**src/rtl/scheduled_pressure_sampler_core_defines.svh**
```systemverilog
`ifndef SCHEDULED_PRESSURE_SAMPLER_CORE_DEFINES_SVH
`define SCHEDULED_PRESSURE_SAMPLER_CORE_DEFINES_SVH

// Same-cycle implication on the block clock, off during reset.
`define SPS_ASSERT_IMPL(lbl, ante, cons, msg) \
  lbl: assert property (@(posedge clk) disable iff (rst) (ante) |-> (cons)) \
    else $error(msg);

// Next-cycle implication on the block clock, off during reset.
`define SPS_ASSERT_NEXT(lbl, ante, cons, msg) \
  lbl: assert property (@(posedge clk) disable iff (rst) (ante) |=> (cons)) \
    else $error(msg);

`endif

```
**src/rtl/sps_pkg.sv**
```systemverilog
`timescale 1ns / 1ps
`default_nettype none

package sps_pkg;

  localparam int HISTORY_DEPTH_DEF = 64;
  localparam int DUE_DELAY_DEF     = 8;
  localparam int NCH               = 3;
  localparam int ALU_W             = 42;
  localparam int SLOT_W            = 6;

  localparam logic [1:0] CH_NONE   = 2'd3;
  localparam logic [1:0] PEND_NONE = 2'd0;
  localparam logic [1:0] CH_LAST   = 2'd2;

  localparam logic [2:0] CFG_OFFSET_TOP     = 3'd0;
  localparam logic [2:0] CFG_GAIN_TOP       = 3'd1;
  localparam logic [2:0] CFG_OFFSET_BOTTOM  = 3'd2;
  localparam logic [2:0] CFG_GAIN_BOTTOM    = 3'd3;
  localparam logic [2:0] CFG_OFFSET_CHAMBER = 3'd4;
  localparam logic [2:0] CFG_GAIN_CHAMBER   = 3'd5;

  localparam logic signed [31:0] GAIN_RESET = 32'sd65536;
  localparam logic signed [31:0] SAT_MAX    = 32'sh7fff_ffff;
  localparam logic signed [31:0] SAT_MIN    = 32'sh8000_0000;

  typedef logic signed [ALU_W-1:0] alu_t;

  typedef enum logic [1:0] {
    MODE_SCHED,
    MODE_RESULT,
    MODE_READ,
    MODE_IDLE
  } mode_t;

  typedef enum logic [2:0] {
    ALU_PEND_AGE,
    ALU_SCAN_AGE,
    ALU_CAL,
    ALU_DIFF,
    ALU_UPD,
    ALU_WRAP
  } alu_sel_t;

  typedef enum logic [3:0] {
    ST_IDLE,
    ST_DUE,
    ST_SCAN,
    ST_START,
    ST_MUL,
    ST_CAL,
    ST_DIFF,
    ST_UPD,
    ST_WRAP,
    ST_RDADDR,
    ST_RDDATA,
    ST_DONE
  } state_t;

  typedef struct packed {
    logic [1:0]         mode;
    logic [31:0]        now_ms;
    logic signed [15:0] period_top;
    logic signed [15:0] period_bottom;
    logic signed [15:0] period_chamber;
    logic signed [23:0] sample;
    logic [1:0]         read_channel;
    logic [5:0]         read_index;
  } req_t;

  typedef struct packed {
    logic [1:0]         started_channel;
    logic signed [31:0] pressure;
    logic [5:0]         history_slot;
    logic               result_valid;
    logic               conversion_due;
  } rsp_t;

  typedef struct packed {
    logic [2:0]  addr;
    logic [31:0] wdata;
  } cfg_t;

  typedef struct packed {
    logic     req_ready;
    alu_sel_t alu_sel;
    logic     due_en;
    logic     scan_en;
    logic     start_en;
    logic     mul_en;
    logic     cal_en;
    logic     diff_en;
    logic     upd_en;
    logic     wrap_en;
    logic     rdaddr_en;
    logic     rddata_en;
    logic     out_load;
  } ctrl_t;

  typedef struct packed {
    logic  req_valid;
    mode_t mode;
    logic  pend_any;
    logic  rd_ch_ok;
    logic  scan_last;
    logic  wrap_borrow;
    logic  out_free;
  } stat_t;

endpackage

`default_nettype wire

```
**src/rtl/sps_alu.sv**
```systemverilog
`timescale 1ns / 1ps
`default_nettype none

// Shared add/subtract unit; the sequencer's age, calibration, filter and wrap steps go through it.
module sps_alu (
  input  wire sps_pkg::alu_t a,
  input  wire sps_pkg::alu_t b,
  input  wire logic          sub,
  output sps_pkg::alu_t      y,
  output logic               neg
);

  sps_pkg::alu_t b_op;

  assign b_op = sub ? ~b : b;
  assign y    = a + b_op + sps_pkg::alu_t'(sub);
  assign neg  = y[sps_pkg::ALU_W-1];

endmodule

`default_nettype wire

```
**config.mk**
```make
export PLATFORM = sky130hd
export DESIGN_NAME = sps_alu
export DESIGN_NICKNAME = d
export VERILOG_FILES = /design/src/rtl/scheduled_pressure_sampler_core_defines.svh /design/src/rtl/sps_pkg.sv /design/src/rtl/sps_alu.sv
export SDC_FILE = /design/constraint.sdc
export NUM_CORES = 1
export LEC_CHECK = 0
export ABC_AREA = 1
export CORE_MARGIN = 1.5
export CORE_UTILIZATION = 30
export DETAILED_ROUTE_END_ITERATION = 12
export DONT_BUFFER_PORTS = 1
export SLEW_MARGIN = 20
export SYNTH_ARGS = -nofsm -noshare
export SYNTH_HDL_FRONTEND = slang
export SYNTH_SLANG_ARGS = --single-unit
```
**constraint.sdc**
```tcl
create_clock -name vclk -period 2
set_clock_uncertainty 0.05 [all_clocks]
set_input_delay 0.2 -clock vclk [all_inputs]
set_output_delay 0.2 -clock vclk [all_outputs]
set_load 0.1 [all_outputs]
```
==> results of run 1 <==
stage by stage:
stage	setup TNS, ns	setup slack, ns	utilization (%)
final	-3.04	-0.152	60.7
after global routing	-6.50	-0.250	60.7
after global placement	-4.19	-0.240	49.7
after CTS	-3.36	-0.176	52.3
after floorplan	-15.52	-0.535	-
after detailed placement	-4.63	-0.247	49.7
where the power goes:
group | switching (mW) | leakage [nW] | total (mW) | internal [mW]
clock | 0 | 0 | 0 | 0
combinational | 3.89 | 3.67 | 6.10 | 2.20
sequential | 0 | 0 | 0 | 0
placed cells by master, fill, tap and decap left out, drive strengths merged, types with 5 or more instances in the layout:
master / count
nand3: 33
nand2: 309
xnor2: 8
xor2: 59
inv: 152
buf: 146
o21bai: 5
ha: 44
a21oi: 29
o21ai: 7
nor3: 7
nor2: 70
kinds of logic after synthesis:
family | after synthesis | synth area share, %
buffers and inverters | 158 | 16.0
adders and majority gates | 45 | 14.9
and+or+nand+nor | 427 | 47.2
AOI/OAI and AO/OA | 46 | 6.55
xor gates and xnor gates | 67 | 15.4
synthesized netlist by cell type (8+ instances only):
cell type,n
nand2_1,293
nor2_1,55
a21oi_1,29
ha_1,44
inv_1,148
nand2_2,16
xor2_1,59
xnor2_1,8
nor2_2,12
nand3_1,26
worst paths after layout:
kind	endpoint	slack [ns]	cells after the start
setup / recovery	y[41]	-0.15	10
hold / removal	y[0]	0.78	4
metal layers:
layer | track usage (%) | routed length [um] | up-vias
met5 | 0 | 0 | -
met2 | 34.1 | 7090 | 110
li1 | - | - | 2479
met1 | 25.5 | 5850 | 2149
met4 | 1.30 | 133 | 0
met3 | 1.41 | 630 | 10
layout make-up:
class                      count  area, um2  share of cell area [%]
inverter                     152        571                    7.51
multi-input combinational    585       5360                    70.5
tap                          172        215                    2.83
timing repair buffer         146       1460                    19.2
timing repair:
item,4_1_cts,5_1_grt
setup endpoints to repair,32,39
setup buffers,11,21
resized for setup,61,186
hold endpoints to repair,0,0
pin swaps,34,102
==> impl_metrics.toml, run 1 <==
[run_status]
status = "finished with violations"
violations = "setup timing"

[layout]
area_growth_pct = 99.0
ff_latch_area_um2 = 0
fillers = 1115
n_antenna_cell = 0
clock_buffers = 0
layout-drive-gt1-share_pct = 54.6
finish.net_count = 1015
stdcell_count = 1055
design.seq.count = 0
final_area_um2 = 7600

[sta]
rsz0062_at_grt = "true"
setup_slack_ns = -0.152
relSlewSlack_pct = 77.4
setup_viol = 38
fmax_mhz = 465
fin_crit_ns = 2.15
slew_viol_final = 0
worst_slew_pin_slew_ns = 0.339
period_share_pct = 108
hold_viol_final = 0
hold_ws_ns = 0.776

[critical_path]
slowest_stage = "nand2_8"
crit_required_ns = 1.75
critPathMaxFanout = 44
arrival_ns = 1.90
path_delay_family = "simple AND/OR/NAND/NOR gates"
path_buf_inv = 1
max_stage_delay_ns = 0.35
cp_cell_sequence = "xor2_2 > ha_4 > nand2_2 > nor2_4 > buf_4 > a21oi_2 > nand2_1 > nand2_2 > nand4_1 > nand2_8"
startpoint = "sub"
end_kind = "primary output"
crit_path_frequent_cell = "nand2_2"
start_kind = "input pin"
critPathKind = "in -> out"

[global_routing]
track_usage_pct = 18.8
grt_pass1_vias = 4513
grt_start_max_net_pins = 45
gr-total-overflow = 0
grt_pass1_wl_mm = 20.8
antenna_found_initial = 0

[floorplan]
die_h_um = 116
dieWidth_um = 116
io_pins = 128
fp.coreArea_um2 = 12500
num_rows = 41
start_util_pct = 30.5
die-area_um2 = 13400

[placement]
dpl.cell_count = 1026
gp_congestion = 0.961
port_buffers = 0
placed_area_um2 = 6220
dp_hpwl_mm = 10.9

[worst_hold_path]
hold_class = "in -> out"
holdCritStartpoint = "b[0]"

[yosys]
postSynthCellCount = 743
synth_area_um2 = 3820
synth_top_area_cell = "nand2_1"
syn_avg_cell_area_um2 = 5.14
postSynthNetCount = 873
synth_seq_area_share_pct = 0
synth.distinct_cells = 27
synthTopCellsByArea = "nand2_1, inv_1, ha_1"
yosysWarningCount = 0
yosys.area.top_type_share_pct = 28.8

[routing]
drtIter0Drc = 197
ant_nets = 0
vias_per_cell = 4.50
first_pass_iters = 5
via_count = 4748
remaining_drc_errors = 0
wl_per_cell_um = 13.0
totalWireLength_mm = 13.7

[pwr]
vdd.ir_drop.worst_mv = 0.718
power_mw = 6.10
p_leak_nw = 3.67
p_per_area_nw_per_um2 = 802

[flow_run]
maxCapViolations = 0

[clocking]
cts_hold_buf = 0
(Power assumes the default switching activity.)
==> inputs of run 2 (changes only) <==
--- a/config.mk
+++ b/config.mk
@@ -5,11 +5,11 @@
 export SDC_FILE = /design/constraint.sdc
 export NUM_CORES = 1
 export LEC_CHECK = 0
-export ABC_AREA = 1
 export CORE_MARGIN = 1.5
 export CORE_UTILIZATION = 30
 export DETAILED_ROUTE_END_ITERATION = 12
 export DONT_BUFFER_PORTS = 1
+export GPL_ROUTABILITY_DRIVEN = 0
 export SLEW_MARGIN = 20
 export SYNTH_ARGS = -nofsm -noshare
 export SYNTH_HDL_FRONTEND = slang
==> run 2 against run 1 <==
  * The flow still finishes with violations (setup timing)
  * Critical path depth is 3 higher
  * Synthesized area is 26% lower
  * Count of clock-buffer cells in the layout unchanged
  * First-iteration DRC count down 13%
  * Via count decreased by 17%
  * Combinational power grew 12%
  * Total power increased by 12%
  * Global-route usage is 4.4 points higher
  * Largest cell class unchanged
  * Largest power group unchanged
  * Highest routed layer unchanged
==> impl_metrics.toml, run 2 <==
[run_status]
status = "finished with violations"
violations = "setup timing"

[yosys]
yosys.area.top_type_share_pct = 19.6
synth_top_area_cell = "ha_1"
synth_seq_area_share_pct = 0
synth_commonest_cells = "xor2_1, a21oi_1, nand2_1, ha_1, nor2_1"
postSynthNetCount = 524
synth_area_um2 = 2820
postSynthCellCount = 394
synthTopCellsByArea = "ha_1, xor2_1, a21oi_1"
yosysWarningCount = 0
syn_avg_cell_area_um2 = 7.15
yosysMostFrequentCell = "xor2_1"
synth.distinct_cells = 51

[layout]
design.seq.count = 0
clock_buffers = 0
fillers = 573
final_cell_mix = "buf_4, buf_12, nand2_1, a21oi_1, buf_6"
finish.net_count = 744
stdcell_count = 723
layout-drive-gt1-share_pct = 64.4
n_antenna_cell = 0
multi_input_area_um2 = 4410
final_common_cell = "buf_4"
ff_latch_area_um2 = 0
area_growth_pct = 146

[routing]
drtIter0Drc = 172
via_count = 3937
remaining_drc_errors = 0
vias_per_cell = 5.45
first_pass_iters = 4
ant_nets = 0
wl_per_cell_um = 18.5
totalWireLength_mm = 13.4

[global_routing]
gr-total-overflow = 0
grt_pass1_vias = 4078
grt_start_max_net_pins = 43
track_usage_pct = 23.2
antenna_found_initial = 0
grt_pass1_wl_mm = 19.1

[floorplan]
num_rows = 35
die-area_um2 = 9970
start_util_pct = 30.8
fp.coreArea_um2 = 9150
dieWidth_um = 99.9
io_pins = 128
die_h_um = 99.9

[critical_path]
critPathMaxFanout = 42
critPathKind = "in -> out"
crit_required_ns = 1.75
arrival_ns = 2.60
start_kind = "input pin"
end_kind = "primary output"

[pwr]
p_leak_nw = 2.90
vdd.ir_drop.worst_mv = 0.669
p_per_area_nw_per_um2 = 988

[sta]
worst_slew_pin_slew_ns = 0.749
fmax_mhz = 351
relSlewSlack_pct = 50.1
fin_crit_ns = 2.85
setup_viol = 38
hold_viol_final = 0
period_share_pct = 143
rsz0062_at_grt = "true"
setup_slack_ns = -0.853
fin_tns_setup_ns = -21.42
slew_viol_final = 0

[placement]
port_buffers = 0
dp_hpwl_mm = 9.20
dpl.cell_count = 692

[flow_run]
maxCapViolations = 0

[clocking]
cts_hold_buf = 0

[worst_hold_path]
hold_class = "in -> out"
run 2: changes by cell type in the layout (fill, tap and decap cells not counted), sizes merged, moves of 15 or more:
cell   before  now
xnor2       8   23
a21oi      29   50
o21ai       7   27
a21o        1   16
nor2       70   32
buf       146  228
nand3      33    5
nand2     309   50
inv       152    5
run 2: kinds of logic after synthesis:
family                   after synthesis  share of synthesized area, %
AND/OR/NAND/NOR                      114                          17.8
XOR/XNOR                              82                          25.5
buffers and inverters                 15                          2.67
AO/OA/AOI/OAI                        137                          33.4
adder cells (fa/ha/maj)               45                          20.3
multiplexers                           1                         0.356
run 2: metrics by stage:
stage          utilization (%)  area [um2]  hold WS [ns]  power, mW  setup WS (ns)
6_report                  75.6        6920         0.613       6.84         -0.853
5_1_grt                   75.6        6920         0.620       7.07         -0.931
4_1_cts                   69.4        6350         0.613       6.46         -0.800
3_5_place_dp              63.3        5790         0.610       6.16         -0.976
3_3_place_gp              63.3        5790         0.612       6.10         -0.905
2_1_floorplan                -        3790         0.721       4.02          -1.24
run 2: where the power goes:
group | leakage (nW) | internal (mW) | switching [mW] | total [mW]
registers | 0 | 0 | 0 | 0
clock network | 0 | 0 | 0 | 0
logic | 2.90 | 2.85 | 3.99 | 6.84
total | 2.90 | 2.85 | 3.99 | 6.84
run 2: timing repair:
action | CTS | global route
resized for setup | 73 | 92
pin swaps | 57 | 51
setup endpoints to repair | 37 | 37
setup buffers | 17 | 21
run 2: path summary, 6_finish.rpt:
check	start	to	slack (ns)	depth (start not counted)
setup / recovery	sub	y[27]	-0.85	13
hold / removal	b[0]	y[0]	0.61	2
run 2: metal layers:
metal	share of wire, %	global-route usage (%)	vias to the layer above	routed length (um)
li1	-	-	1872	-
met1	38	27.0	1886	5050
met2	54	44.5	142	7250
met3	4.7	2.79	37	627
met4	3.5	5.96	0	465
met5	0	0	-	0
run 2: cell type report:
| type | instances | share of cell area [%] |
|---|---|---|
| Inverter | 5 | 0.271 |
| Tap cell | 111 | 2.01 |
| Timing Repair Buffer | 228 | 34.0 |
| Multi-Input combinational cell | 379 | 63.7 |
run 2: worst max-delay path, stage by stage:
cell and delay, ns:
xor2_4 0.16, ha_4 0.22, a21oi_2 0.17, o21bai_1 0.10
a21oi_1 0.27, buf_4 0.20, a2111oi_4 0.07, buf_4 0.16
buf_6 0.11, or3_4 0.41, a21oi_4 0.19, xnor2_4 0.14
buf_12 0.19
==> inputs of run 3 (changes only) <==
==> constraint.sdc (replaced) <==
create_clock -name vclk -period 2.7
set_clock_uncertainty 0.05 [all_clocks]
set_input_delay 0.27 -clock vclk [all_inputs]
set_output_delay 0.27 -clock vclk [all_outputs]
set_load 0.1 [all_outputs]
==> run 3 against run 2 <==
  * The run still ends with setup timing left
  * Critical path type unchanged
  * Largest power group unchanged
  * Core utilization fell by 9.8 points
  * Critical path depth is 1 lower
  * Worst setup slack improved by 0.55 ns
  * Final cell count shrank 6.4%
  * Count of clock-buffer cells in the layout unchanged
  * Routed wire length down 14%
  * Critical endpoint unchanged
  * Die area stayed put
  * Via count decreased by 7.3%
==> impl_metrics.toml, run 3 (same netlist as run 2, synthesis figures left out) <==
[routing]
wl_per_cell_um = 17.0
via_count = 3650
totalWireLength_mm = 11.5
wl_met3_um = 586
drtIter0Drc = 137
ant_nets = 0
vias_per_cell = 5.39
met1_length_mm = 4.61
wl_met2_mm = 6.17
remaining_drc_errors = 0
first_pass_iters = 4
top_layer = "met4"

[global_routing]
gr-total-overflow = 0
grt_pass1_vias = 3674
antenna_found_initial = 0
grt_pass1_wl_mm = 17.2
track_usage_pct = 20.5
grt_start_max_net_pins = 43

[run_status]
status = "finished with violations"
violations = "setup timing"

[floorplan]
die_h_um = 99.9
fp.coreArea_um2 = 9150
io_pins = 128
start_util_pct = 30.8
die-area_um2 = 9970
num_rows = 35
dieWidth_um = 99.9

[layout]
final_area_um2 = 6030
fillers = 707
layout-drive-gt1-share_pct = 55.5
design.seq.count = 0
finish.net_count = 698
final_cell_mix = "buf_4, nand2_1, a21oi_1, ha_1, buf_12"
clock_buffers = 0
final_common_cell = "buf_4"
area_growth_pct = 114
ff_latch_area_um2 = 0
n_antenna_cell = 0

[critical_path]
critPathKind = "in -> out"
arrival_ns = 2.68
end_kind = "primary output"
startpoint = "sub"
critPathMaxFanout = 42
crit_required_ns = 2.38
start_kind = "input pin"

[sta]
period_share_pct = 111
slew_viol_final = 0
relSlewSlack_pct = 50.1
fmax_mhz = 334
rsz0062_at_grt = "true"
setup_viol = 22
fin_crit_ns = 3.00
hold_viol_final = 0
worst_slew_pin_slew_ns = 0.749
hold_ws_ns = 0.758
setup_slack_ns = -0.298

[clocking]
cts_hold_buf = 0

[pwr]
vdd.ir_drop.worst_mv = 0.605
p_leak_nw = 2.55
power_mw = 4.59
p_per_area_nw_per_um2 = 761

[flow_run]
maxCapViolations = 0

[placement]
placed_area_um2 = 5390
dp_hpwl_mm = 9.11
port_buffers = 0

[worst_hold_path]
hold_class = "in -> out"
holdCritStartpoint = "b[0]"
-- run 3: report_power, final --
part	switching [mW]	total [mW]	internal, mW
registers	0	0	0
logic	2.78	4.59	1.81
clock network	0	0	0
total	2.78	4.59	1.81
-- run 3: what timing repair did --
| action | 4_1_cts | 5_1_grt |
|---|---|---|
| resized for setup | 38 | 52 |
| pin swaps | 25 | 38 |
| endpoints found under the hold margin | 0 | 0 |
| buffers inserted | 4 | 17 |
| endpoints found under the setup margin | 22 | 26 |
-- run 3: area by class of cell --
type | instances | area [um2] | area share (%)
tap | 111 | 139 | 2.30
timing repair buffer | 182 | 1830 | 30.3
inverter | 5 | 18.8 | 0.311
multi-input combinational | 379 | 4040 | 67.1
-- run 3: through the flow --
stage | utilization [%] | std cells | setup slack, ns | setup TNS, ns
6_report | 65.9 | 677 | -0.298 | -3.80
3_5_place_dp | 58.9 | 658 | -0.388 | -5.04
2_1_floorplan | - | 394 | -0.680 | -15.65
3_3_place_gp | 58.9 | 658 | -0.342 | -4.04
4_1_cts | 61.0 | 661 | -0.275 | -2.62
5_1_grt | 65.9 | 677 | -0.373 | -5.87
-- run 3: critical path, cell delays in order --
cell and delay, ns:
xor2_4 0.18, ha_1 0.33, a21oi_2 0.22, o221a_4 0.25
a21o_4 0.15, a2111oi_4 0.06, buf_4 0.15, buf_4 0.12
or3_4 0.40, a21oi_4 0.20, xnor2_4 0.15, buf_12 0.19
-- run 3: final timing paths --
path	endpoint	depth (start not counted)	slack, ns
worst max-delay path	y[27]	12	-0.30
worst min-delay path	y[0]	2	0.76
-- run 3: per-layer routing --
layer | vias to the layer above | track usage, %
li1 | 1772 | -
met1 | 1742 | 26.4
met2 | 124 | 38.7
met3 | 12 | 2.02
met4 | 0 | 1.19
met5 | - | 0
