`src/rtl/scheduled_pressure_sampler_core_defines.svh`:
```
`ifndef SCHEDULED_PRESSURE_SAMPLER_CORE_DEFINES_SVH
`define SCHEDULED_PRESSURE_SAMPLER_CORE_DEFINES_SVH

// Same-cycle implication on the block clock, off during reset.
`define SPS_ASSERT_IMPL(lbl, ante, cons, msg) \
  lbl: assert property (@(posedge clk) disable iff (rst) (ante) |-> (cons)) \
    else $error(msg);

// Next-cycle implication on the block clock, off during reset.
`define SPS_ASSERT_NEXT(lbl, ante, cons, msg) \
  lbl: assert property (@(posedge clk) disable iff (rst) (ante) |=> (cons)) \
    else $error(msg);

`endif

```
`src/rtl/sps_pkg.sv`:
```
`timescale 1ns / 1ps
`default_nettype none

package sps_pkg;

  localparam int HISTORY_DEPTH_DEF = 64;
  localparam int DUE_DELAY_DEF     = 8;
  localparam int NCH               = 3;
  localparam int ALU_W             = 42;
  localparam int SLOT_W            = 6;

  localparam logic [1:0] CH_NONE   = 2'd3;
  localparam logic [1:0] PEND_NONE = 2'd0;
  localparam logic [1:0] CH_LAST   = 2'd2;

  localparam logic [2:0] CFG_OFFSET_TOP     = 3'd0;
  localparam logic [2:0] CFG_GAIN_TOP       = 3'd1;
  localparam logic [2:0] CFG_OFFSET_BOTTOM  = 3'd2;
  localparam logic [2:0] CFG_GAIN_BOTTOM    = 3'd3;
  localparam logic [2:0] CFG_OFFSET_CHAMBER = 3'd4;
  localparam logic [2:0] CFG_GAIN_CHAMBER   = 3'd5;

  localparam logic signed [31:0] GAIN_RESET = 32'sd65536;
  localparam logic signed [31:0] SAT_MAX    = 32'sh7fff_ffff;
  localparam logic signed [31:0] SAT_MIN    = 32'sh8000_0000;

  typedef logic signed [ALU_W-1:0] alu_t;

  typedef enum logic [1:0] {
    MODE_SCHED,
    MODE_RESULT,
    MODE_READ,
    MODE_IDLE
  } mode_t;

  typedef enum logic [2:0] {
    ALU_PEND_AGE,
    ALU_SCAN_AGE,
    ALU_CAL,
    ALU_DIFF,
    ALU_UPD,
    ALU_WRAP
  } alu_sel_t;

  typedef enum logic [3:0] {
    ST_IDLE,
    ST_DUE,
    ST_SCAN,
    ST_START,
    ST_MUL,
    ST_CAL,
    ST_DIFF,
    ST_UPD,
    ST_WRAP,
    ST_RDADDR,
    ST_RDDATA,
    ST_DONE
  } state_t;

  typedef struct packed {
    logic [1:0]         mode;
    logic [31:0]        now_ms;
    logic signed [15:0] period_top;
    logic signed [15:0] period_bottom;
    logic signed [15:0] period_chamber;
    logic signed [23:0] sample;
    logic [1:0]         read_channel;
    logic [5:0]         read_index;
  } req_t;

  typedef struct packed {
    logic [1:0]         started_channel;
    logic signed [31:0] pressure;
    logic [5:0]         history_slot;
    logic               result_valid;
    logic               conversion_due;
  } rsp_t;

  typedef struct packed {
    logic [2:0]  addr;
    logic [31:0] wdata;
  } cfg_t;

  typedef struct packed {
    logic     req_ready;
    alu_sel_t alu_sel;
    logic     due_en;
    logic     scan_en;
    logic     start_en;
    logic     mul_en;
    logic     cal_en;
    logic     diff_en;
    logic     upd_en;
    logic     wrap_en;
    logic     rdaddr_en;
    logic     rddata_en;
    logic     out_load;
  } ctrl_t;

  typedef struct packed {
    logic  req_valid;
    mode_t mode;
    logic  pend_any;
    logic  rd_ch_ok;
    logic  scan_last;
    logic  wrap_borrow;
    logic  out_free;
  } stat_t;

endpackage

`default_nettype wire

```
`src/rtl/sps_ctrl.sv`:
```
`timescale 1ns / 1ps
`default_nettype none

module sps_ctrl (
  input  wire logic           clk,
  input  wire logic           rst,
  input  wire sps_pkg::stat_t stat,
  output sps_pkg::ctrl_t      ctrl
);

  sps_pkg::state_t state;
  sps_pkg::state_t state_next;

  always_ff @(posedge clk) begin
    if (rst) begin
      state <= sps_pkg::ST_IDLE;
    end else begin
      state <= state_next;
    end
  end

  always_comb begin
    state_next = state;
    unique case (state)
      sps_pkg::ST_IDLE: begin
        if (stat.req_valid) state_next = sps_pkg::ST_DUE;
      end
      sps_pkg::ST_DUE: begin
        unique case (stat.mode)
          sps_pkg::MODE_SCHED:  state_next = stat.pend_any ? sps_pkg::ST_DONE : sps_pkg::ST_SCAN;
          sps_pkg::MODE_RESULT: state_next = stat.pend_any ? sps_pkg::ST_MUL : sps_pkg::ST_DONE;
          sps_pkg::MODE_READ:   state_next = stat.rd_ch_ok ? sps_pkg::ST_WRAP : sps_pkg::ST_DONE;
          sps_pkg::MODE_IDLE:   state_next = sps_pkg::ST_DONE;
        endcase
      end
      sps_pkg::ST_SCAN: begin
        if (stat.scan_last) state_next = sps_pkg::ST_START;
      end
      sps_pkg::ST_START:  state_next = sps_pkg::ST_DONE;
      sps_pkg::ST_MUL:    state_next = sps_pkg::ST_CAL;
      sps_pkg::ST_CAL:    state_next = sps_pkg::ST_DIFF;
      sps_pkg::ST_DIFF:   state_next = sps_pkg::ST_UPD;
      sps_pkg::ST_UPD:    state_next = sps_pkg::ST_DONE;
      sps_pkg::ST_WRAP: begin
        // repeated subtract of the depth until the index falls below it
        if (stat.wrap_borrow) state_next = sps_pkg::ST_RDADDR;
      end
      sps_pkg::ST_RDADDR: state_next = sps_pkg::ST_RDDATA;
      sps_pkg::ST_RDDATA: state_next = sps_pkg::ST_DONE;
      sps_pkg::ST_DONE: begin
        if (stat.out_free) state_next = sps_pkg::ST_IDLE;
      end
      default: state_next = sps_pkg::ST_IDLE;
    endcase
  end

  always_comb begin
    ctrl         = '0;
    ctrl.alu_sel = sps_pkg::ALU_PEND_AGE;
    unique case (state)
      sps_pkg::ST_IDLE:   ctrl.req_ready = 1'b1;
      sps_pkg::ST_DUE:    ctrl.due_en = 1'b1;
      sps_pkg::ST_SCAN: begin
        ctrl.scan_en = 1'b1;
        ctrl.alu_sel = sps_pkg::ALU_SCAN_AGE;
      end
      sps_pkg::ST_START:  ctrl.start_en = 1'b1;
      sps_pkg::ST_MUL:    ctrl.mul_en = 1'b1;
      sps_pkg::ST_CAL: begin
        ctrl.cal_en  = 1'b1;
        ctrl.alu_sel = sps_pkg::ALU_CAL;
      end
      sps_pkg::ST_DIFF: begin
        ctrl.diff_en = 1'b1;
        ctrl.alu_sel = sps_pkg::ALU_DIFF;
      end
      sps_pkg::ST_UPD: begin
        ctrl.upd_en  = 1'b1;
        ctrl.alu_sel = sps_pkg::ALU_UPD;
      end
      sps_pkg::ST_WRAP: begin
        ctrl.wrap_en = 1'b1;
        ctrl.alu_sel = sps_pkg::ALU_WRAP;
      end
      sps_pkg::ST_RDADDR: ctrl.rdaddr_en = 1'b1;
      sps_pkg::ST_RDDATA: ctrl.rddata_en = 1'b1;
      sps_pkg::ST_DONE:   ctrl.out_load = stat.out_free;
      default: ;
    endcase
  end

endmodule

`default_nettype wire

```
`config.mk`:
```
export PLATFORM = sky130hd
export DESIGN_NAME = sps_ctrl
export DESIGN_NICKNAME = d
export VERILOG_FILES = /design/src/rtl/scheduled_pressure_sampler_core_defines.svh /design/src/rtl/sps_pkg.sv /design/src/rtl/sps_ctrl.sv
export SDC_FILE = /design/constraint.sdc
export NUM_CORES = 1
export LEC_CHECK = 0
export BUFFER_PORTS_ARGS = -buffer_cell sky130_fd_sc_hd__buf_2
export CAP_MARGIN = 15
export CORE_AREA = 2 2 39 41
export DETAILED_ROUTE_END_ITERATION = 12
export DIE_AREA = 0 0 41 43
export PLACE_DENSITY = 0.73
export SLEW_MARGIN = 20
export SYNTH_ARGS = -nofsm -noshare
export SYNTH_HDL_FRONTEND = slang
export SYNTH_SLANG_ARGS = --single-unit
```
`constraint.sdc`:
```
create_clock -name clk -period 2.1 [get_ports clk]
set_input_delay 0.42 -clock clk [delete_from_list [all_inputs] [get_ports clk]]
set_output_delay 0.42 -clock clk [all_outputs]
set_load 0.01 [all_outputs]
```
==> results of run 1 <==
per-layer routing:
metal / global-route usage / wire length, um / vias to the layer above / share of wire
li1: - / - / 278 / -
met3: 0.0157 / 72 / 5 / 0.061
met1: 0.204 / 477 / 252 / 0.41
met5: 0 / 0 / - / 0
met2: 0.228 / 583 / 22 / 0.50
met4: 0.100 / 40 / 0 / 0.034
per-stage QoR:
stage	instances	worst slack, ns	area [um2]	total power [mW]	util
3_5_place_dp	101	0.408	556	0.667	0.401
4_1_cts	104	0.142	578	0.771	0.418
6_report	104	0.156	578	0.769	0.418
3_3_place_gp	101	0.463	556	0.659	0.401
5_1_grt	104	0.0680	578	0.840	0.418
2_1_floorplan	67	0.560	464	0.597	-
worst max-delay path, delay by kind of cell (launching register included):
kind          cells  cell delay, ns
buf+inv           1            0.14
simple gates      3            0.74
flops             1            0.41
worst min-delay path by stage:
stage             start       end  slack [ns]  cells after the start
5_1_grt             rst  state[0]        0.40                      2
6_report            rst  state[0]        0.39                      2
4_1_cts             rst  state[0]        0.39                      2
3_3_place_gp   state[3]  state[2]        0.57                      1
2_1_floorplan       rst  state[0]        0.49                      1
3_5_place_dp   state[3]  state[2]        0.57                      1
layout make-up:
class,count,area [um2],share of cell area
tap,16,20.0,0.0346
sequential,4,80.1,0.139
clock buffer,3,22.5,0.0390
timing repair buffer,24,120,0.208
multi-input combinational,55,328,0.567
inverter,2,7.51,0.0130
cell usage in the layout (no fill, tap or decap), drive strengths merged, types with 2 or more instances in the layout:
cell	instances
buf	24
nor2	14
a21oi	6
nor3	5
o21ai	5
nand2b	4
dfxtp	4
nand2	3
clkbuf	3
inv	2
and3b	2
o31ai	2
or2	2
cell families after synthesis:
kind of cell / share of synthesized area
AO/OA/AOI/OAI: 0.272
XOR/XNOR: 0.0189
AND/OR/NAND/NOR: 0.394
flip-flops: 0.173
multiplexers: 0.0216
buffers and inverters: 0.121
power by group:
group	internal [mW]	switching (mW)	total, mW
logic	0.199	0.262	0.461
registers	0.107	0.0979	0.205
clock network	0.0644	0.0387	0.103
==> summary.md, run 1 <==
| Metric | Value |
|---|---|
| Req. time, crit path | `1.68 ns` |
| Fillcell total | `166` |
| I/O pin cnt | `25` |
| DRC | `0` |
| Inserted Diodes | `0` |
| Initial antenna violation count | `0` |
| Area fraction of the dominant cell type after synthesis | `0.173` |
| Post-Route WL | `1170 um` |
| Mapped Area | `464 um2` |
| Die H | `43 um` |
| Cell Rows | `14` |
| Sequential area share after synthesis | `0.173` |
| Peak supply drop | `478 uV` |
| Die W | `41 um` |
| Power per Cell Area | `1330 mW/mm2` |
| #FFs+latches synth | `4` |
| Initial core utilization | `0.335` |
| Most flop-heavy register | `state` |
| Ys async rst share | `0` |
| Syn Nets | `77` |
| Crit path launch | `state[2]` |
| Via-to-Cell Ratio | `5.36` |
| Final hold violation count | `0` |
| Clock Latency Late Sink | `0.24 ns` |
| Fin crit period | `1.94 ns` |
| Clock Skews | `0.00726 ns` |
| Die Area | `0.00176 mm2` |
| CP max FO | `8` |
| Layout area overhead | `24.5%` |
| Buffers on Ports | `24` |
| CTS H-tree depth | `1` |
| Top post-synthesis cells by count | `14 x nor2_1, 5 x a21oi_1, 5 x nor3_1` |
| Top-count cell post-synth | `nor2_1` |
| GP Congestion | `0.865` |
| Worst Setup EP | `ctrl[13]` |
| Number of flip-flops in the largest register | `4` |
| Avg Inst Size Synth | `6.93 um2` |
| Largest regs | `state: 4 flops` |
| CORE AREA | `0.00138 mm2` |
| Critical path cell sequence | `nand2b_1 -> nor3_1 -> or2_2 -> buf_2` |
| Post-CTS setup buffer count | `0` |
| Leak | `0.290 nW` |
| Clock root buffer | `clkbuf_4` |
| Number of synthesized flops with an enable pin | `0` |
| Max-slew headroom | `0.655` |
| Pre-antenna DRT Iters | `4` |
| Total grt overflow | `0` |
| Outcome | `complete, no violations` |
| TNS Setup | `0 ns` |
| Resized cells post-CTS | `0` |
| TritonCTS Sinks | `4` |
| Setup violators final | `0` |
| CP arrival | `1.52 ns` |
| CP peak stage delay | `0.41 ns` |
| Hold Crit Class | `input port to flip-flop` |
| DR vias | `557` |
| R2R Setup Slk | `0.56 ns` |
| RSZ-0062 raised after global routing | `false` |
| Reg2reg end | `state[0]` |
| Setup CP Type | `flip-flop to output port` |
| Total Nets Final | `100` |
| Share of layout cells above drive strength 1 | `0.364` |
| Max Cap Viol | `0` |
| Wire length of the first global-routing pass | `1900 um` |
| Pin count of the biggest net entering global routing | `19` |
| Slew Limit Fails | `0` |
| Synth top area cells | `dfxtp_1 17%, nor2_1 11%, buf_6 7.3%` |
| Cell variety after synth | `28` |
| Clock buffer depth | `2` |
| CP Launch Type | `flip-flop` |
| Clk slew on worst S/H paths | `0.04 ns` |
| FMAX | `514 MHz` |
| Worst Tran Pin Value | `0.517 ns` |
| Crit-path slowest cell | `dfxtp_1` |
| HPWL after DPL | `929 um` |
| WHS | `0.393 ns` |
| Reg2reg start | `state[0]` |
| Dominant cell type by area after synthesis | `dfxtp_1` |
| Setup crit end kind | `output port` |
| Vias in the first global route | `477` |
| Post-route ant nets | `0` |
| Post-synthesis instance total | `67` |
| Hold-fix buffers, CTS | `0` |
| Post-synth top flop | `dfxtp_1` |
| CTS tree | `built` |
| Worst R2R Path Depth | `4` |
| Final period util | `0.926` |
| Ys Warns | `0` |
| GRT Total Usage | `0.155` |
| Routed length per instance | `11.3 um` |
| TritonCTS Buffers | `3` |
| Initial DRC count | `9` |
No activity file was read; power rests on OpenSTA's default activity.
==> inputs of run 2 (changes only) <==
--- a/config.mk
+++ b/config.mk
@@ -5,12 +5,14 @@
 export SDC_FILE = /design/constraint.sdc
 export NUM_CORES = 1
 export LEC_CHECK = 0
+export ABC_AREA = 1
 export BUFFER_PORTS_ARGS = -buffer_cell sky130_fd_sc_hd__buf_2
 export CAP_MARGIN = 15
 export CORE_AREA = 2 2 39 41
 export DETAILED_ROUTE_END_ITERATION = 12
 export DIE_AREA = 0 0 41 43
-export PLACE_DENSITY = 0.73
+export GPL_TIMING_DRIVEN = 0
+export PLACE_DENSITY = 0.72
 export SLEW_MARGIN = 20
 export SYNTH_ARGS = -nofsm -noshare
 export SYNTH_HDL_FRONTEND = slang
==> summary.md, run 2 <==
| Metric | Value |
|---|---|
| Die W | `41 um` |
| Fin cells | `120` |
| Layout area overhead | `35.8%` |
| Placed cells | `117` |
| Sequential area share after synthesis | `0.176` |
| Total Nets Final | `116` |
| Wire length of the first global-routing pass | `1730 um` |
| Hold-fix buffers, CTS | `0` |
| Pre-antenna DRT Iters | `4` |
| Hold Crit Depth | `2` |
| FMAX | `601 MHz` |
| Final period util | `0.792` |
| Max-slew headroom | `0.851` |
| Ys async rst share | `0` |
| Post-synth top flop | `dfxtp_1` |
| TritonCTS Buffers | `3` |
| Synth top area cells | `dfxtp_1 18%, nand2_1 11%, inv_1 9.1%` |
| Mapped Area | `454 um2` |
| Syn Nets | `87` |
| Post-CTS setup buffer count | `0` |
| Clock Latency Late Sink | `0.23 ns` |
| Avg Inst Size Synth | `5.90 um2` |
| Via-to-Cell Ratio | `4.53` |
| Initial antenna violation count | `0` |
| Cell Rows | `14` |
| Final instance area | `617 um2` |
| Max Cap Viol | `0` |
| RSZ-0062 raised after global routing | `false` |
| Share of layout cells above drive strength 1 | `0.462` |
| Placed cell areas | `594 um2` |
| #FFs+latches synth | `4` |
| Setup CP Type | `flip-flop to output port` |
| Most common cell after layout, fill and taps aside | `buf_2` |
| Peak supply drop | `526 uV` |
| Worst R2R Path Depth | `7` |
| GRT Total Usage | `0.139` |
| Worst Tran Pin Value | `0.223 ns` |
| Dominant cell type by area after synthesis | `dfxtp_1` |
| Die H | `43 um` |
| CTS H-tree depth | `1` |
| CP max FO | `5` |
| Number of flip-flops in the largest register | `4` |
| Initial core utilization | `0.328` |
| Post-route setup slack | `0.436 ns` |
| Most frequent cells in the layout | `24 x buf_2, 13 x nand2_1, 11 x inv_1, 11 x nor2_1, 7 x nand3_1` |
| Cell variety after synth | `19` |
| HPWL after DPL | `939 um` |
| Largest regs | `state: 4 flops` |
| DRC | `0` |
| Final hold violation count | `0` |
| TNS Setup | `0 ns` |
| Fin crit period | `1.66 ns` |
| Setup violators final | `0` |
| Total grt overflow | `0` |
| CORE AREA | `0.00138 mm2` |
| Buffers on Ports | `24` |
| CP Launch Type | `flip-flop` |
| Clk slew on worst S/H paths | `0.04 ns` |
| Top-count cell post-synth | `nand2_1` |
| CP arrival | `1.24 ns` |
| Area fraction of the dominant cell type after synthesis | `0.176` |
| Number of synthesized flops with an enable pin | `0` |
| Inserted Diodes | `0` |
| Top post-synthesis cells by count | `13 x nand2_1, 11 x inv_1, 11 x nor2_1` |
| Outcome | `complete, no violations` |
| Req. time, crit path | `1.68 ns` |
| DR vias | `543` |
| Routed length per instance | `9.08 um` |
| Die Area | `0.00176 mm2` |
| Place WS | `0.682 ns` |
| Pin count of the biggest net entering global routing | `8` |
| CTS tree | `built` |
| Clock buffer depth | `2` |
| Post-route ant nets | `0` |
| TritonCTS Sinks | `4` |
| Slew Limit Fails | `0` |
| Power per Cell Area | `1350 mW/mm2` |
| GP Congestion | `0.756` |
| Leak | `0.358 nW` |
| Clock root buffer | `clkbuf_4` |
| Initial DRC count | `10` |
| Post-Route WL | `1090 um` |
| Post-synthesis instance total | `77` |
| Ys Warns | `0` |
| Setup crit end kind | `output port` |
| I/O pin cnt | `25` |
| Most flop-heavy register | `state` |
| Vias in the first global route | `436` |
| Clock Skews | `0.00326 ns` |
| Hold Crit Class | `input port to flip-flop` |
| Resized cells post-CTS | `0` |
-- run 2: changes by cell type after synthesis, sizes merged, moves of 2 or more --
cell	before	now
a21oi	6	4
and3b	2	0
buf	6	0
inv	2	16
nand2	3	20
nand2b	4	0
nand3	0	7
nor2	14	17
nor3	5	1
o31ai	2	0
or2	2	0
-- run 2: logic make-up (layout without fill, tap and decap cells) --
group | after synthesis | count (layout) | synth area share
simple gates | 48 | 48 | 0.545
buf+inv | 16 | 43 | 0.132
compound gates | 9 | 9 | 0.146
flops | 4 | 4 | 0.176
-- run 2: worst paths after layout --
| kind | startpoint | endpoint | slack, ns |
|---|---|---|---|
| hold / removal | rst | state[1] | 0.40 |
| setup / recovery | state[3] | ctrl[13] | 0.44 |
| setup reg to reg | state[3] | state[1] | 0.85 |
| hold reg to reg | state[1] | state[1] | 0.54 |
-- run 2: area by class of cell --
| type | instances | area, um2 |
|---|---|---|
| Timing Repair Buffer | 24 | 120 |
| Fill cell | 156 | 767 |
| Sequential cell | 4 | 80.1 |
| Inverter | 16 | 60.1 |
| Tap cell | 16 | 20.0 |
| Multi-Input combinational cell | 57 | 314 |
| Clock buffer | 3 | 22.5 |
-- run 2: report_power, final --
part           internal (mW)  total, mW  switching (mW)  leakage [nW]
combinational          0.217      0.587           0.370         0.312
clock                 0.0638     0.0941          0.0302        0.0138
sequential             0.109      0.154          0.0458        0.0329
-- run 2: layer usage --
metal  vias up  wire (um)  track usage
met5         -          0            0
met4         0         17       0.0600
met3         2         75      0.00524
met2        20        505        0.222
met1       229        493        0.183
li1        292          -            -
-- run 2: metrics by stage --
step                total power [mW]   util  hold WS [ns]
finish                         0.835  0.446         0.397
CTS                            0.846  0.446         0.387
detailed placement             0.746  0.429         0.538
global route                   0.930  0.446         0.399
global placement               0.738  0.429         0.527
floorplan                      0.588      -         0.482
-- run 2: critical path, cell delays in order, from the launching register on --
cell and delay (ns):
dfxtp_1 0.39, inv_2 0.10, nor2_4 0.15, nand2_2 0.13, o21ai_0 0.09, buf_2 0.15
==> inputs of run 3 (changes only) <==
--- a/config.mk
+++ b/config.mk
@@ -5,14 +5,14 @@
 export SDC_FILE = /design/constraint.sdc
 export NUM_CORES = 1
 export LEC_CHECK = 0
-export ABC_AREA = 1
+export ABC_AREA = 0
 export BUFFER_PORTS_ARGS = -buffer_cell sky130_fd_sc_hd__buf_2
 export CAP_MARGIN = 15
 export CORE_AREA = 2 2 39 41
 export DETAILED_ROUTE_END_ITERATION = 12
 export DIE_AREA = 0 0 41 43
 export GPL_TIMING_DRIVEN = 0
-export PLACE_DENSITY = 0.72
+export PLACE_DENSITY = 0.73
 export SLEW_MARGIN = 20
 export SYNTH_ARGS = -nofsm -noshare
 export SYNTH_HDL_FRONTEND = slang
==> constraint.sdc (replaced) <==
create_clock -name clk -period 1.7 [get_ports clk]
set_input_delay 0.34 -clock clk [delete_from_list [all_inputs] [get_ports clk]]
set_output_delay 0.34 -clock clk [all_outputs]
set_load 0.01 [all_outputs]
==> summary.md, run 3 (synthesis results as in run 1) <==
| Metric | Value |
|---|---|
| Final hold violation count | `0` |
| GRT Total Usage | `0.162` |
| Buffers on Ports | `24` |
| DRC | `0` |
| CP max FO | `6` |
| Post-Route WL | `1290 um` |
| FMAX | `611 MHz` |
| Via-to-Cell Ratio | `5.31` |
| Total power | `1.10 mW` |
| RSZ-0062 raised after global routing | `false` |
| Critical path cell sequence | `nand2b_4 -> buf_6 -> nor3_1 -> or2_2 -> buf_2` |
| HPWL after DPL | `968 um` |
| Final period util | `0.963` |
| Hold-fix buffers, CTS | `0` |
| Worst Tran Pin Value | `0.298 ns` |
| Clock Skews | `0.00891 ns` |
| Power per Cell Area | `1650 mW/mm2` |
| Clock buffer depth | `2` |
| Final Core Density | `0.482` |
| Post-route ant nets | `0` |
| Clk slew on worst S/H paths | `0.04 ns` |
| Crit-path slowest cell | `dfxtp_4` |
| TritonCTS Buffers | `3` |
| Leak | `0.335 nW` |
| I/O pin cnt | `25` |
| Hold Crit Class | `input port to flip-flop` |
| Die Area | `0.00176 mm2` |
| Most frequent cells in the layout | `25 x buf_2, 14 x nor2_1, 5 x nor3_1, 5 x a21oi_1` |
| Max Cap Viol | `0` |
| Die W | `41 um` |
| GP Congestion | `0.833` |
| CP arrival | `1.30 ns` |
| Pin count of the biggest net entering global routing | `17` |
| Most flop-heavy register | `state` |
| Routed length per instance | `11.6 um` |
| CTS tree | `built` |
| Initial DRC count | `14` |
| Layout area overhead | `43.7%` |
| Initial core utilization | `0.335` |
| Inserted Diodes | `0` |
| Clock root buffer | `clkbuf_4` |
| Setup crit end kind | `output port` |
| Setup violators final | `0` |
| Outcome | `complete, no violations` |
| Total grt overflow | `0` |
| Most common cell after layout, fill and taps aside | `buf_2` |
| Pre-antenna DRT Iters | `4` |
| Slew Limit Fails | `0` |
| CORE AREA | `0.00138 mm2` |
| Wire length of the first global-routing pass | `2040 um` |
| Fin crit period | `1.64 ns` |
| Fillcell total | `145` |
| TritonCTS Sinks | `4` |
| Cell Rows | `14` |
| Peak supply drop | `818 uV` |
| Multi-input logic area | `340 um2` |
| TNS Setup | `0 ns` |
| Total Nets Final | `108` |
| Number of flip-flops in the largest register | `4` |
| CTS H-tree depth | `1` |
| Die H | `43 um` |
| Share of layout cells above drive strength 1 | `0.469` |
| CP Launch Type | `flip-flop` |
| Sequential Area | `87.6 um2` |
| Max-slew headroom | `0.799` |
| Vias in the first global route | `516` |
| CP peak stage delay | `0.37 ns` |
| Req. time, crit path | `1.36 ns` |
| Initial antenna violation count | `0` |
| Clock Latency Late Sink | `0.23 ns` |
| DR vias | `595` |
| Largest regs | `state: 4 flops` |
| Setup CP Type | `flip-flop to output port` |
[run 3: cell count changes in the layout (fill, tap and decap cells not counted), sizes merged, moves of 3 or more]
cell / previous run / this run
buf: 24 / 32
nand3: 7 / 0
nand2: 20 / 3
nor2: 17 / 14
nor3: 1 / 5
inv: 16 / 2
nand2b: 0 / 4
[run 3: repair_timing]
action                     CTS  global route
setup buffers                0             4
setup endpoints to repair    1             3
pin swaps                    0             1
gates resized for setup      4             4
[run 3: worst paths after layout]
path,cells past startpoint,slack [ns],endpoint,start
max,5,0.06,ctrl[13],state[2]
min,2,0.32,state[0],rst
max reg2reg,5,0.25,state[1],state[2]
min reg2reg,1,0.51,state[2],state[3]
[run 3: metal layers]
metal | wire length [um] | GRT usage
met1 | 556 | 0.204
met2 | 654 | 0.244
met3 | 68 | 0.0471
met4 | 14 | 0.0733
met5 | 0 | 0
[run 3: power breakdown]
part / leakage (nW) / switching, mW / internal [mW]
sequential: 0.0344 / 0.0445 / 0.140
combinational: 0.287 / 0.447 / 0.352
clock: 0.0138 / 0.0379 / 0.0789
total: 0.335 / 0.530 / 0.571
[run 3: per-stage QoR]
stage,setup WS [ns],instances,cell area [um2],hold slack [ns]
after global routing,0.00245,112,667,0.313
final,0.0633,112,667,0.317
after floorplan,0.240,67,464,0.406
after detailed placement,0.166,107,604,0.557
after CTS,0.0164,109,629,0.310
after global placement,0.171,107,604,0.557
[run 3: cell type report]
cell class              count  area share
multi-input cells          55       0.510
repair buffers             28       0.225
flip-flops and latches      4       0.131
plain buffers               4      0.0582
clock buffers               3      0.0338
well taps                  16      0.0300
inverters                   2      0.0113
[run 3: worst max-delay path, delay by kind of cell, from the launching register on]
kind / cells / cell delay (ns)
buf+inv: 2 / 0.25
simple gates: 3 / 0.46
flops: 1 / 0.37
